**src/rtl/f0pm_pkg.sv**
```systemverilog
`timescale 1ns / 1ps
package f0pm_pkg;

   // default parameter values
   localparam int MAX_MARKS_DEF = 16;
   localparam int TIME_BITS_DEF = 32;

   // register indexes
   localparam logic [1:0] CSR_PITCH_LIMIT    = 2'd0;
   localparam logic [1:0] CSR_DEFAULT_PERIOD = 2'd1;
   localparam logic [1:0] CSR_TAIL_END_TIME  = 2'd2;

   // register reset values
   localparam logic [15:0] PITCH_LIMIT_RST    = 16'd32000;
   localparam logic [31:0] DEFAULT_PERIOD_RST = 32'd655;
   localparam logic [31:0] TAIL_END_TIME_RST  = 32'd0;

   // phase accumulator: fractional phase in Q0.24, starts at one half
   localparam int          FRAC_BITS  = 24;
   localparam logic [23:0] PHASE_HALF = 24'h800000;

   // input command codes
   localparam logic CMD_FRAME = 1'b0;
   localparam logic CMD_TAIL  = 1'b1;

   // handshake between the sequencer and a serial arithmetic unit
   typedef struct packed {
      logic busy;
      logic done;
   } unit_status_type;

endpackage

```
**src/rtl/f0_contour_to_pitchmarks_top.sv**
```systemverilog
`timescale 1ns / 1ps
// channel   direction  fields                                   handshake
// req       in         command, frame_time, pitch_value         req_valid / req_ready
// rsp       out        mark_time, last_of_run, overflow         rsp_valid / rsp_ready
// csr       in         csr_index, csr_wdata                     csr_we, no wait
//
// A frame starts with the phase product on the shared multiplier, then per mark
// runs a shift-add, two restoring divides, a square root and sequencing steps;
// a flat or zero-length interval skips the shift-add and the first divide, and
// a zero denominator skips the second. One transaction is worked on at a time.
// Reset is synchronous; it loads the register reset values and clears the frame history.
// A stalled result holds the sequencer before it pushes the next mark; a new transaction
// is taken while the last result still waits.
module f0_contour_to_pitchmarks_top
   import f0pm_pkg::*;
#(
   parameter int MAX_MARKS_PER_FRAME = MAX_MARKS_DEF,
   parameter int TIME_BITS           = TIME_BITS_DEF
) (
   input  logic        clock,
   input  logic        reset,
   input  logic        req_valid,
   output logic        req_ready,
   input  logic        req_command,
   input  logic [31:0] req_frame_time,
   input  logic [15:0] req_pitch_value,
   output logic        rsp_valid,
   input  logic        rsp_ready,
   output logic [31:0] rsp_mark_time,
   output logic        rsp_last_of_run,
   output logic        rsp_overflow,
   input  logic        csr_we,
   input  logic [1:0]  csr_index,
   input  logic [31:0] csr_wdata
);
   localparam int TB   = TIME_BITS;
   localparam int WC   = (TB > 32) ? TB : 32;
   localparam int WACC = TB + 18;
   localparam int WP   = WACC + 16;
   localparam int DW   = (TB + 1 > 34) ? TB + 1 : 34;
   localparam int KW   = $clog2(MAX_MARKS_PER_FRAME + 1);
   localparam int WW   = WACC - FRAC_BITS;
   localparam logic [WACC-1:0] ONE_CYCLE = WACC'(1) << FRAC_BITS;

   typedef enum logic [3:0] {
      S_IDLE, S_TAIL, S_ACC_GO, S_ACC_WAIT, S_MARK, S_TMUL_GO, S_TMUL_WAIT,
      S_TDIV_GO, S_TDIV_WAIT, S_SQ_GO, S_SQ_WAIT, S_ODIV_GO, S_ODIV_WAIT, S_PUSH
   } state_type;

   state_type       state_ff, state_in;
   logic [15:0]     limit_ff, limit_in;
   logic [31:0]     dper_ff, dper_in, tend_ff, tend_in;
   logic [TB-1:0]   last_time_ff, last_time_in;
   logic [15:0]     prev_pitch_ff, prev_pitch_in;
   logic [23:0]     phase_ff, phase_in;
   logic            seen_ff, seen_in;
   logic [TB-1:0]   t2_ff, t2_in, span_ff, span_in, mark_ff, mark_in;
   logic [15:0]     f1_ff, f1_in, f2_ff, f2_in;
   logic [WACC-1:0] a_ff, a_in;
   logic [KW-1:0]   n_ff, n_in, k_ff, k_in;
   logic            over_ff, over_in;
   logic [63:0]     term_ff, term_in;
   logic [29:0]     f2sq_ff, f2sq_in;
   logic [32:0]     den_ff, den_in;
   logic            rsp_valid_ff, rsp_valid_in, rsp_last_ff, rsp_last_in;
   logic            rsp_over_ff, rsp_over_in;
   logic [31:0]     rsp_time_ff, rsp_time_in;

   // combinational helpers
   logic [TB-1:0]   in_time;
   logic [15:0]     clean_pitch, mag;
   logic [WACC-1:0] acc;
   logic [WW-1:0]   whole;
   logic            acc_over;
   logic [KW-1:0]   acc_n;
   logic [WC:0]     tail_sum;
   logic [63:0]     disc;
   logic [32:0]     den_sum;
   logic            out_free;

   // serial units; the multiplier and the divider are shared
   logic                mul_start, div_start, sq_start;
   logic [WACC-1:0]     mul_a;
   logic [15:0]         mul_b;
   logic [WP-1:0]       mul_prod, div_num, div_quo;
   logic [DW-1:0]       div_den;
   logic [31:0]         sq_root;
   unit_status_type     mul_st, div_st, sq_st;

   assign mul_start = (state_ff == S_ACC_GO) || (state_ff == S_TMUL_GO);
   assign mul_a     = (state_ff == S_ACC_GO) ? WACC'(span_ff) : a_ff;
   assign mul_b     = (state_ff == S_ACC_GO) ? 16'(f1_ff + f2_ff) : mag;
   assign div_start = (state_ff == S_TDIV_GO) || (state_ff == S_ODIV_GO);
   assign div_num   = (state_ff == S_TDIV_GO) ? mul_prod : WP'(a_ff);
   assign div_den   = (state_ff == S_TDIV_GO) ? DW'({span_ff, 1'b0}) : DW'({den_ff, 1'b0});
   assign sq_start  = (state_ff == S_SQ_GO);

   f0pm_mul #(.AW(WACC), .BW(16)) u_mul (
      .clock(clock), .reset(reset), .start(mul_start),
      .a(mul_a), .b(mul_b), .prod(mul_prod), .status(mul_st)
   );

   f0pm_div #(.NW(WP), .DW(DW)) u_div (
      .clock(clock), .reset(reset), .start(div_start),
      .num(div_num), .den(div_den), .quo(div_quo), .status(div_st)
   );

   f0pm_sqrt u_sqrt (
      .clock(clock), .reset(reset), .start(sq_start),
      .radicand(disc), .root(sq_root), .status(sq_st)
   );

   // datapath helpers
   always_comb begin
      in_time     = TB'(req_frame_time);
      clean_pitch = req_pitch_value[15] ? 16'd0 : req_pitch_value;
      if (clean_pitch > limit_ff) begin
         clean_pitch = prev_pitch_ff;
      end
      mag      = (f2_ff >= f1_ff) ? 16'(f2_ff - f1_ff) : 16'(f1_ff - f2_ff);
      acc      = WACC'(phase_ff) + WACC'({mul_prod[WACC-2:0], 1'b0});
      whole    = acc[WACC-1:FRAC_BITS];
      acc_over = whole > WW'(MAX_MARKS_PER_FRAME);
      acc_n    = acc_over ? KW'(MAX_MARKS_PER_FRAME) : KW'(whole);
      tail_sum = (WC + 1)'(last_time_ff) + (WC + 1)'(dper_ff);
      if (f2_ff > f1_ff) begin
         disc = (term_ff >= 64'(f2sq_ff)) ? 64'd0 : 64'(f2sq_ff) - term_ff;
      end else begin
         disc = 64'(f2sq_ff) + term_ff;
      end
      den_sum  = 33'(f2_ff) + 33'(sq_root);
      out_free = !rsp_valid_ff || rsp_ready;
   end

   // sequencer
   always_comb begin
      state_in      = state_ff;
      limit_in      = limit_ff;
      dper_in       = dper_ff;
      tend_in       = tend_ff;
      last_time_in  = last_time_ff;
      prev_pitch_in = prev_pitch_ff;
      phase_in      = phase_ff;
      seen_in       = seen_ff;
      t2_in         = t2_ff;
      span_in       = span_ff;
      mark_in       = mark_ff;
      f1_in         = f1_ff;
      f2_in         = f2_ff;
      a_in          = a_ff;
      n_in          = n_ff;
      k_in          = k_ff;
      over_in       = over_ff;
      term_in       = term_ff;
      f2sq_in       = f2sq_ff;
      den_in        = den_ff;
      rsp_valid_in  = rsp_valid_ff && !rsp_ready;
      rsp_last_in   = rsp_last_ff;
      rsp_over_in   = rsp_over_ff;
      rsp_time_in   = rsp_time_ff;

      // register writes
      if (csr_we) begin
         case (csr_index)
            CSR_PITCH_LIMIT:    limit_in = csr_wdata[15:0];
            CSR_DEFAULT_PERIOD: dper_in  = csr_wdata;
            CSR_TAIL_END_TIME:  tend_in  = csr_wdata;
            default:            ;
         endcase
      end

      case (state_ff)
         S_IDLE: begin
            if (req_valid) begin
               if (req_command == CMD_TAIL) begin
                  if ((WC'(last_time_ff) < WC'(tend_ff)) &&
                      (last_time_ff != {TB{1'b1}})) begin
                     if (tail_sum > (WC + 1)'({TB{1'b1}})) begin
                        last_time_in = {TB{1'b1}};
                     end else begin
                        last_time_in = TB'(tail_sum);
                     end
                     state_in = S_TAIL;
                  end
               end else begin
                  t2_in    = in_time;
                  f2_in    = clean_pitch;
                  f1_in    = seen_ff ? prev_pitch_ff : clean_pitch;
                  span_in  = (in_time >= last_time_ff) ? TB'(in_time - last_time_ff) : '0;
                  state_in = S_ACC_GO;
               end
            end
         end
         S_TAIL: begin
            if (out_free) begin
               rsp_valid_in = 1'b1;
               rsp_time_in  = 32'(last_time_ff);
               rsp_last_in  = 1'b1;
               rsp_over_in  = 1'b0;
               state_in     = S_IDLE;
            end
         end
         S_ACC_GO: begin
            f2sq_in  = 30'(f2_ff[14:0]) * 30'(f2_ff[14:0]);
            state_in = S_ACC_WAIT;
         end
         S_ACC_WAIT: begin
            if (mul_st.done) begin
               over_in = acc_over;
               n_in    = acc_n;
               k_in    = KW'(1);
               if (acc_n == '0) begin
                  phase_in      = acc[23:0];
                  last_time_in  = t2_ff;
                  prev_pitch_in = f2_ff;
                  seen_in       = 1'b1;
                  state_in      = S_IDLE;
               end else begin
                  a_in     = acc - ONE_CYCLE;
                  state_in = S_MARK;
               end
            end
         end
         S_MARK: begin
            if ((span_ff != '0) && (mag != '0)) begin
               state_in = S_TMUL_GO;
            end else begin
               term_in  = '0;
               state_in = S_SQ_GO;
            end
         end
         S_TMUL_GO:   state_in = S_TMUL_WAIT;
         S_TMUL_WAIT: if (mul_st.done) state_in = S_TDIV_GO;
         S_TDIV_GO:   state_in = S_TDIV_WAIT;
         S_TDIV_WAIT: begin
            if (div_st.done) begin
               term_in  = 64'(div_quo);
               state_in = S_SQ_GO;
            end
         end
         S_SQ_GO:     state_in = S_SQ_WAIT;
         S_SQ_WAIT: begin
            if (sq_st.done) begin
               den_in = den_sum;
               if (den_sum == '0) begin
                  mark_in  = t2_ff;
                  state_in = S_PUSH;
               end else begin
                  state_in = S_ODIV_GO;
               end
            end
         end
         S_ODIV_GO:   state_in = S_ODIV_WAIT;
         S_ODIV_WAIT: begin
            if (div_st.done) begin
               mark_in  = (div_quo >= WP'(t2_ff)) ? '0 : TB'(t2_ff - TB'(div_quo));
               state_in = S_PUSH;
            end
         end
         S_PUSH: begin
            if (out_free) begin
               rsp_valid_in = 1'b1;
               rsp_time_in  = 32'(mark_ff);
               rsp_last_in  = (k_ff == n_ff);
               rsp_over_in  = over_ff;
               if (k_ff == n_ff) begin
                  phase_in      = a_ff[23:0];
                  last_time_in  = t2_ff;
                  prev_pitch_in = f2_ff;
                  seen_in       = 1'b1;
                  state_in      = S_IDLE;
               end else begin
                  a_in     = a_ff - ONE_CYCLE;
                  k_in     = k_ff + KW'(1);
                  state_in = S_MARK;
               end
            end
         end
         default: state_in = S_IDLE;
      endcase
   end

   always_ff @(posedge clock) begin
      if (reset) begin
         state_ff      <= S_IDLE;
         limit_ff      <= PITCH_LIMIT_RST;
         dper_ff       <= DEFAULT_PERIOD_RST;
         tend_ff       <= TAIL_END_TIME_RST;
         last_time_ff  <= '0;
         prev_pitch_ff <= '0;
         phase_ff      <= PHASE_HALF;
         seen_ff       <= 1'b0;
         rsp_valid_ff  <= 1'b0;
      end else begin
         state_ff      <= state_in;
         limit_ff      <= limit_in;
         dper_ff       <= dper_in;
         tend_ff       <= tend_in;
         last_time_ff  <= last_time_in;
         prev_pitch_ff <= prev_pitch_in;
         phase_ff      <= phase_in;
         seen_ff       <= seen_in;
         rsp_valid_ff  <= rsp_valid_in;
      end
      t2_ff       <= t2_in;
      span_ff     <= span_in;
      mark_ff     <= mark_in;
      f1_ff       <= f1_in;
      f2_ff       <= f2_in;
      a_ff        <= a_in;
      n_ff        <= n_in;
      k_ff        <= k_in;
      over_ff     <= over_in;
      term_ff     <= term_in;
      f2sq_ff     <= f2sq_in;
      den_ff      <= den_in;
      rsp_last_ff <= rsp_last_in;
      rsp_over_ff <= rsp_over_in;
      rsp_time_ff <= rsp_time_in;
   end

   assign req_ready       = (state_ff == S_IDLE);
   assign rsp_valid       = rsp_valid_ff;
   assign rsp_mark_time   = rsp_time_ff;
   assign rsp_last_of_run = rsp_last_ff;
   assign rsp_overflow    = rsp_over_ff;

   // no serial unit runs while a new transaction can be taken
   a_idle_units: assert property (@(posedge clock) disable iff (reset)
      (state_ff == S_IDLE) |-> !mul_st.busy && !div_st.busy && !sq_st.busy)
      else $error("serial unit busy while idle");

   // mark counter never passes the mark count of the frame
   a_k_range: assert property (@(posedge clock) disable iff (reset)
      (state_ff == S_PUSH) |-> (k_ff <= n_ff) && (k_ff != '0))
      else $error("mark counter out of range");

   // an overflowing frame always delivers the full cap
   a_over_cap: assert property (@(posedge clock) disable iff (reset)
      (state_ff == S_PUSH && over_ff) |-> n_ff == KW'(MAX_MARKS_PER_FRAME))
      else $error("overflow frame short of cap");

   // a new result is loaded only from a mark or tail push
   a_load_src: assert property (@(posedge clock) disable iff (reset)
      $rose(rsp_valid) |-> ($past(state_ff) == S_PUSH || $past(state_ff) == S_TAIL))
      else $error("result loaded from wrong state");

endmodule

```
**src/rtl/f0pm_mul.sv**
```systemverilog
`timescale 1ns / 1ps
module f0pm_mul
   import f0pm_pkg::*;
#(
   parameter int AW = 50,
   parameter int BW = 16
) (
   input  logic                 clock,
   input  logic                 reset,
   input  logic                 start,
   input  logic [AW-1:0]        a,
   input  logic [BW-1:0]        b,
   output logic [AW+BW-1:0]     prod,
   output unit_status_type      status
);
   localparam int PW = AW + BW;
   localparam int CW = $clog2(BW + 1);

   logic [PW-1:0] acc_ff, acc_in, sh_ff, sh_in;
   logic [BW-1:0] b_ff, b_in;
   logic [CW-1:0] cnt_ff, cnt_in;
   logic          busy_ff, busy_in, done_ff, done_in;

   // shift-add, one multiplier bit per cycle
   always_comb begin
      acc_in  = acc_ff;
      sh_in   = sh_ff;
      b_in    = b_ff;
      cnt_in  = cnt_ff;
      busy_in = busy_ff;
      done_in = 1'b0;
      if (start) begin
         acc_in  = '0;
         sh_in   = PW'(a);
         b_in    = b;
         cnt_in  = CW'(BW);
         busy_in = 1'b1;
      end else if (busy_ff) begin
         if (b_ff[0]) begin
            acc_in = acc_ff + sh_ff;
         end
         sh_in  = {sh_ff[PW-2:0], 1'b0};
         b_in   = b_ff >> 1;
         cnt_in = cnt_ff - CW'(1);
         if (cnt_ff == CW'(1)) begin
            busy_in = 1'b0;
            done_in = 1'b1;
         end
      end
   end

   always_ff @(posedge clock) begin
      if (reset) begin
         busy_ff <= 1'b0;
         done_ff <= 1'b0;
      end else begin
         busy_ff <= busy_in;
         done_ff <= done_in;
      end
      acc_ff <= acc_in;
      sh_ff  <= sh_in;
      b_ff   <= b_in;
      cnt_ff <= cnt_in;
   end

   assign prod        = acc_ff;
   assign status.busy = busy_ff;
   assign status.done = done_ff;

endmodule

```
**src/rtl/f0pm_div.sv**
```systemverilog
`timescale 1ns / 1ps
module f0pm_div
   import f0pm_pkg::*;
#(
   parameter int NW = 66,
   parameter int DW = 34
) (
   input  logic            clock,
   input  logic            reset,
   input  logic            start,
   input  logic [NW-1:0]   num,
   input  logic [DW-1:0]   den,
   output logic [NW-1:0]   quo,
   output unit_status_type status
);
   localparam int CW = $clog2(NW + 1);

   logic [NW-1:0] q_ff, q_in;
   logic [DW-1:0] rem_ff, rem_in, d_ff, d_in;
   logic [DW:0]   trial;
   logic [CW-1:0] cnt_ff, cnt_in;
   logic          busy_ff, busy_in, done_ff, done_in;

   // restoring division, one quotient bit per cycle
   always_comb begin
      q_in    = q_ff;
      rem_in  = rem_ff;
      d_in    = d_ff;
      cnt_in  = cnt_ff;
      busy_in = busy_ff;
      done_in = 1'b0;
      trial   = {rem_ff, q_ff[NW-1]};
      if (start) begin
         q_in    = num;
         rem_in  = '0;
         d_in    = den;
         cnt_in  = CW'(NW);
         busy_in = 1'b1;
      end else if (busy_ff) begin
         if (trial >= {1'b0, d_ff}) begin
            rem_in = DW'(trial - {1'b0, d_ff});
            q_in   = {q_ff[NW-2:0], 1'b1};
         end else begin
            rem_in = DW'(trial);
            q_in   = {q_ff[NW-2:0], 1'b0};
         end
         cnt_in = cnt_ff - CW'(1);
         if (cnt_ff == CW'(1)) begin
            busy_in = 1'b0;
            done_in = 1'b1;
         end
      end
   end

   always_ff @(posedge clock) begin
      if (reset) begin
         busy_ff <= 1'b0;
         done_ff <= 1'b0;
      end else begin
         busy_ff <= busy_in;
         done_ff <= done_in;
      end
      q_ff   <= q_in;
      rem_ff <= rem_in;
      d_ff   <= d_in;
      cnt_ff <= cnt_in;
   end

   assign quo         = q_ff;
   assign status.busy = busy_ff;
   assign status.done = done_ff;

endmodule

```
**src/rtl/f0pm_sqrt.sv**
```systemverilog
`timescale 1ns / 1ps
module f0pm_sqrt
   import f0pm_pkg::*;
(
   input  logic            clock,
   input  logic            reset,
   input  logic            start,
   input  logic [63:0]     radicand,
   output logic [31:0]     root,
   output unit_status_type status
);
   logic [63:0] val_ff, val_in;
   logic [33:0] rem_ff, rem_in;
   logic [34:0] rem_sh, trial;
   logic [31:0] root_ff, root_in;
   logic [5:0]  cnt_ff, cnt_in;
   logic        busy_ff, busy_in, done_ff, done_in;

   // digit-by-digit root, two radicand bits per cycle
   always_comb begin
      val_in  = val_ff;
      rem_in  = rem_ff;
      root_in = root_ff;
      cnt_in  = cnt_ff;
      busy_in = busy_ff;
      done_in = 1'b0;
      rem_sh  = {rem_ff[32:0], val_ff[63:62]};
      trial   = {1'b0, root_ff, 2'b01};
      if (start) begin
         val_in  = radicand;
         rem_in  = '0;
         root_in = '0;
         cnt_in  = 6'd32;
         busy_in = 1'b1;
      end else if (busy_ff) begin
         if (rem_sh >= trial) begin
            rem_in  = 34'(rem_sh - trial);
            root_in = {root_ff[30:0], 1'b1};
         end else begin
            rem_in  = 34'(rem_sh);
            root_in = {root_ff[30:0], 1'b0};
         end
         val_in = {val_ff[61:0], 2'b00};
         cnt_in = cnt_ff - 6'd1;
         if (cnt_ff == 6'd1) begin
            busy_in = 1'b0;
            done_in = 1'b1;
         end
      end
   end

   always_ff @(posedge clock) begin
      if (reset) begin
         busy_ff <= 1'b0;
         done_ff <= 1'b0;
      end else begin
         busy_ff <= busy_in;
         done_ff <= done_in;
      end
      val_ff  <= val_in;
      rem_ff  <= rem_in;
      root_ff <= root_in;
      cnt_ff  <= cnt_in;
   end

   assign root        = root_ff;
   assign status.busy = busy_ff;
   assign status.done = done_ff;

endmodule

```
**config.mk**
```make
export PLATFORM = sky130hd
export DESIGN_NAME = f0_contour_to_pitchmarks_top
export DESIGN_NICKNAME = d
export VERILOG_FILES = /design/src/rtl/f0pm_pkg.sv /design/src/rtl/f0_contour_to_pitchmarks_top.sv /design/src/rtl/f0pm_mul.sv /design/src/rtl/f0pm_div.sv /design/src/rtl/f0pm_sqrt.sv
export SDC_FILE = /design/constraint.sdc
export NUM_CORES = 2
export LEC_CHECK = 0
export BUFFER_PORTS_ARGS = -buffer_cell sky130_fd_sc_hd__buf_2
export CORE_ASPECT_RATIO = 1.1
export CORE_UTILIZATION = 25
export CTS_CLUSTER_DIAMETER = 30
export DETAILED_ROUTE_END_ITERATION = 8
export HOLD_SLACK_MARGIN = 0.06
export SLEW_MARGIN = 20
export SYNTH_ARGS = -nofsm -noshare
export SYNTH_HDL_FRONTEND = slang
export SYNTH_HIERARCHICAL = 1
export SYNTH_SLANG_ARGS = --single-unit
```
**constraint.sdc**
```tcl
create_clock -name clock -period 9.9 [get_ports clock]
set_input_delay 2.97 -clock clock [delete_from_list [all_inputs] [get_ports clock]]
set_output_delay 2.97 -clock clock [all_outputs]
set_load 0.03 [all_outputs]
```
==> flow_summary.toml <==
[timing]
hold_viol_final = 0
post-route-min-period_ns = 8.32
period_share = 0.840
drv_slew = 0
rsz0062_at_grt = "false"
finClkSkew_ns = 0.103
finalSetupViolCount = 0
holdWs_ns = 0.429
max_slew_margin = 0.252
tightest_slew_ns = 1.12
fmax_mhz = 120
setup_tns_ns = 0

[clock_tree]
tritoncts = "done"
root_buffer = "clkbuf_16"
clock_latency_ns = 0.87
cts_resized = 0
tritoncts.num_buffers = 210
clk_pin_slew_worst_paths_ns = 0.05
htreeDepth = 4
cts_hold_buf = 0
cts_setup_buffers = 0
cts_buffer_depth = 4
clock_sinks = 942

[global_routing]
grt_pass1_vias = 57000
grt_max_degree = 130
antenna_found_initial = 4
grt.total_usage = 0.152
grt_pass1_wl_um = 340000
grt.overflow.total = 0

[die]
die_w_um = 507
core-area_um2 = 278000
io_pins = 124
start_util = 0.252
dieHeight_um = 557
dieArea_um2 = 282000
num_rows = 203

[drt]
wire_per_inst_um = 18.9
ant_nets = 0
vias = 58900
viasPerCell = 5.01
drcViolationCount = 0
wirelength_um = 222000
drt-initial-drc-count = 4794
drtPass1Iterations = 6

[layout]
final_cells = 11700
drive_gt1_frac = 0.113
final_util = 0.293
area_growth_pct = 16.5
nets = 8666
n_fill_cell = 29500

[setup_path]
worstPathRequired_ns = 10.49
crit_type = "register to register"
start_kind = "register"
cp_common_cell = "fa_1"
slowest_stage = "edfxtp_1"
cp.buffers_inverters = 5
cp_max_fo = 13
cp_top_family = "adder cells"
max_stage_delay_ns = 0.81
crit_path_end_kind = "register"
crit_arrival_ns = 8.91

[status]
status = "complete, no violations"

[pwr]
leakagePower_nw = 33.2
p_per_area_nw_per_um2 = 281
totalPowerFinal_w = 0.0229
irDropWorstVdd_uv = 479

[worst_hold_path]
hold_path.class = "register to register"

[place]
numPortBuffers = 123
dp_hpwl_um = 165000
routabilityCongestion = 0.934
dpl.cell_count = 11400

[logic_synthesis]
yosys_warnings = 6
syn-cell-area_um2 = 70000
synth_cells = 7869
syn_nets = 8658
synth.avg_cell_area_um2 = 8.90

[flow_run]
max_cap_violations = 0
==> final cells by class <==
cell class                      count  area [um2]  share of cell area
Clock inverter                    134        1620              0.0199
Antenna cell                        3        7.51           0.0000920
Sequential cell                   942       24700               0.302
Clock buffer                      248        5550              0.0680
Multi-Input combinational cell   5931       41700               0.511
Tap cell                         3690        4620              0.0566
Inverter                          600        2250              0.0276
Timing Repair Buffer              192        1180              0.0145
==> cell usage in the layout, fill, tap and decap left out, types with 41 or more instances in the layout <==
cell type,count
clkbuf_16,212
or3_1,41
xnor2_1,202
a211oi_1,74
nand2b_1,59
and2_1,95
xor2_1,161
buf_2,122
nor2b_1,64
ha_1,552
inv_1,588
o21ai_0,376
dfxtp_1,362
o31ai_1,55
mux2i_1,104
a21oi_1,592
o211ai_1,63
a311oi_1,42
nor4_1,48
nand3_1,194
nor2_1,530
a21o_1,206
edfxtp_1,579
mux2_2,225
and3_1,130
a31oi_1,62
buf_4,66
nand2_1,1018
nand4_1,117
o22ai_1,47
fa_1,149
o21a_1,51
or4_1,42
nor3_1,118
o21bai_1,70
==> report_power, final <==
group	switching (W)	internal, W	leakage [nW]
Sequential	0.000570	0.00510	8.50
Clock	0.00244	0.00467	3.45
Combinational	0.00618	0.00399	21.2
Total	0.00919	0.0138	33.2
==> through the flow <==
step                      worst slack (ns)  area (um2)
after global placement                1.81       74400
final                                 1.58       81600
after global routing                  1.08       81600
after CTS                             1.69       81500
after detailed placement              1.68       74400
after floorplan                       2.29       70000
==> worst register-to-register path: cells and delay by family, from the launching register on <==
| kind | cells | cell delay (ns) |
|---|---|---|
| flops | 1 | 0.81 |
| fa+ha+maj | 7 | 3.41 |
| compound gates | 8 | 1.95 |
| buf+inv | 5 | 0.79 |
| simple gates | 4 | 1.07 |
| xor+xnor | 1 | 0.09 |
==> state kept, by name, indices dropped and copies added, names as in the netlist, 33 cells and up <==
signal,flops
a_ff,50
den_ff,33
u_sqrt/rem_ff,33
u_div/quo,66
u_sqrt/val_ff,64
u_div/rem_ff,34
term_ff,64
u_mul/sh_ff,66
u_div/d_ff,34
u_mul/prod,66
==> worst paths after layout <==
path	startpoint	to	slack (ns)	cells past startpoint
worst max register to register	f2_ff[4]$_DFFE_PP_	f2sq_ff[29]$_DFFE_PP_	1.58	25
worst max-delay path	f2_ff[4]$_DFFE_PP_	f2sq_ff[29]$_DFFE_PP_	1.58	25
worst min-delay path	phase_ff[0]$_SDFFE_PP0P_	a_ff[0]$_DFFE_PP_	0.43	0
worst min register to register	phase_ff[0]$_SDFFE_PP0P_	a_ff[0]$_DFFE_PP_	0.43	0
==> routing by layer <==
| layer | wire length (um) | track usage | vias to the layer above |
|---|---|---|---|
| met5 | 43 | 0 | - |
| met4 | 8330 | 0.0568 | 6 |
| met3 | 13300 | 0.0208 | 416 |
| met2 | 104000 | 0.254 | 1934 |
| met1 | 96600 | 0.199 | 28300 |
| li1 | - | - | 28200 |
Power figures use the tool's default switching activity.
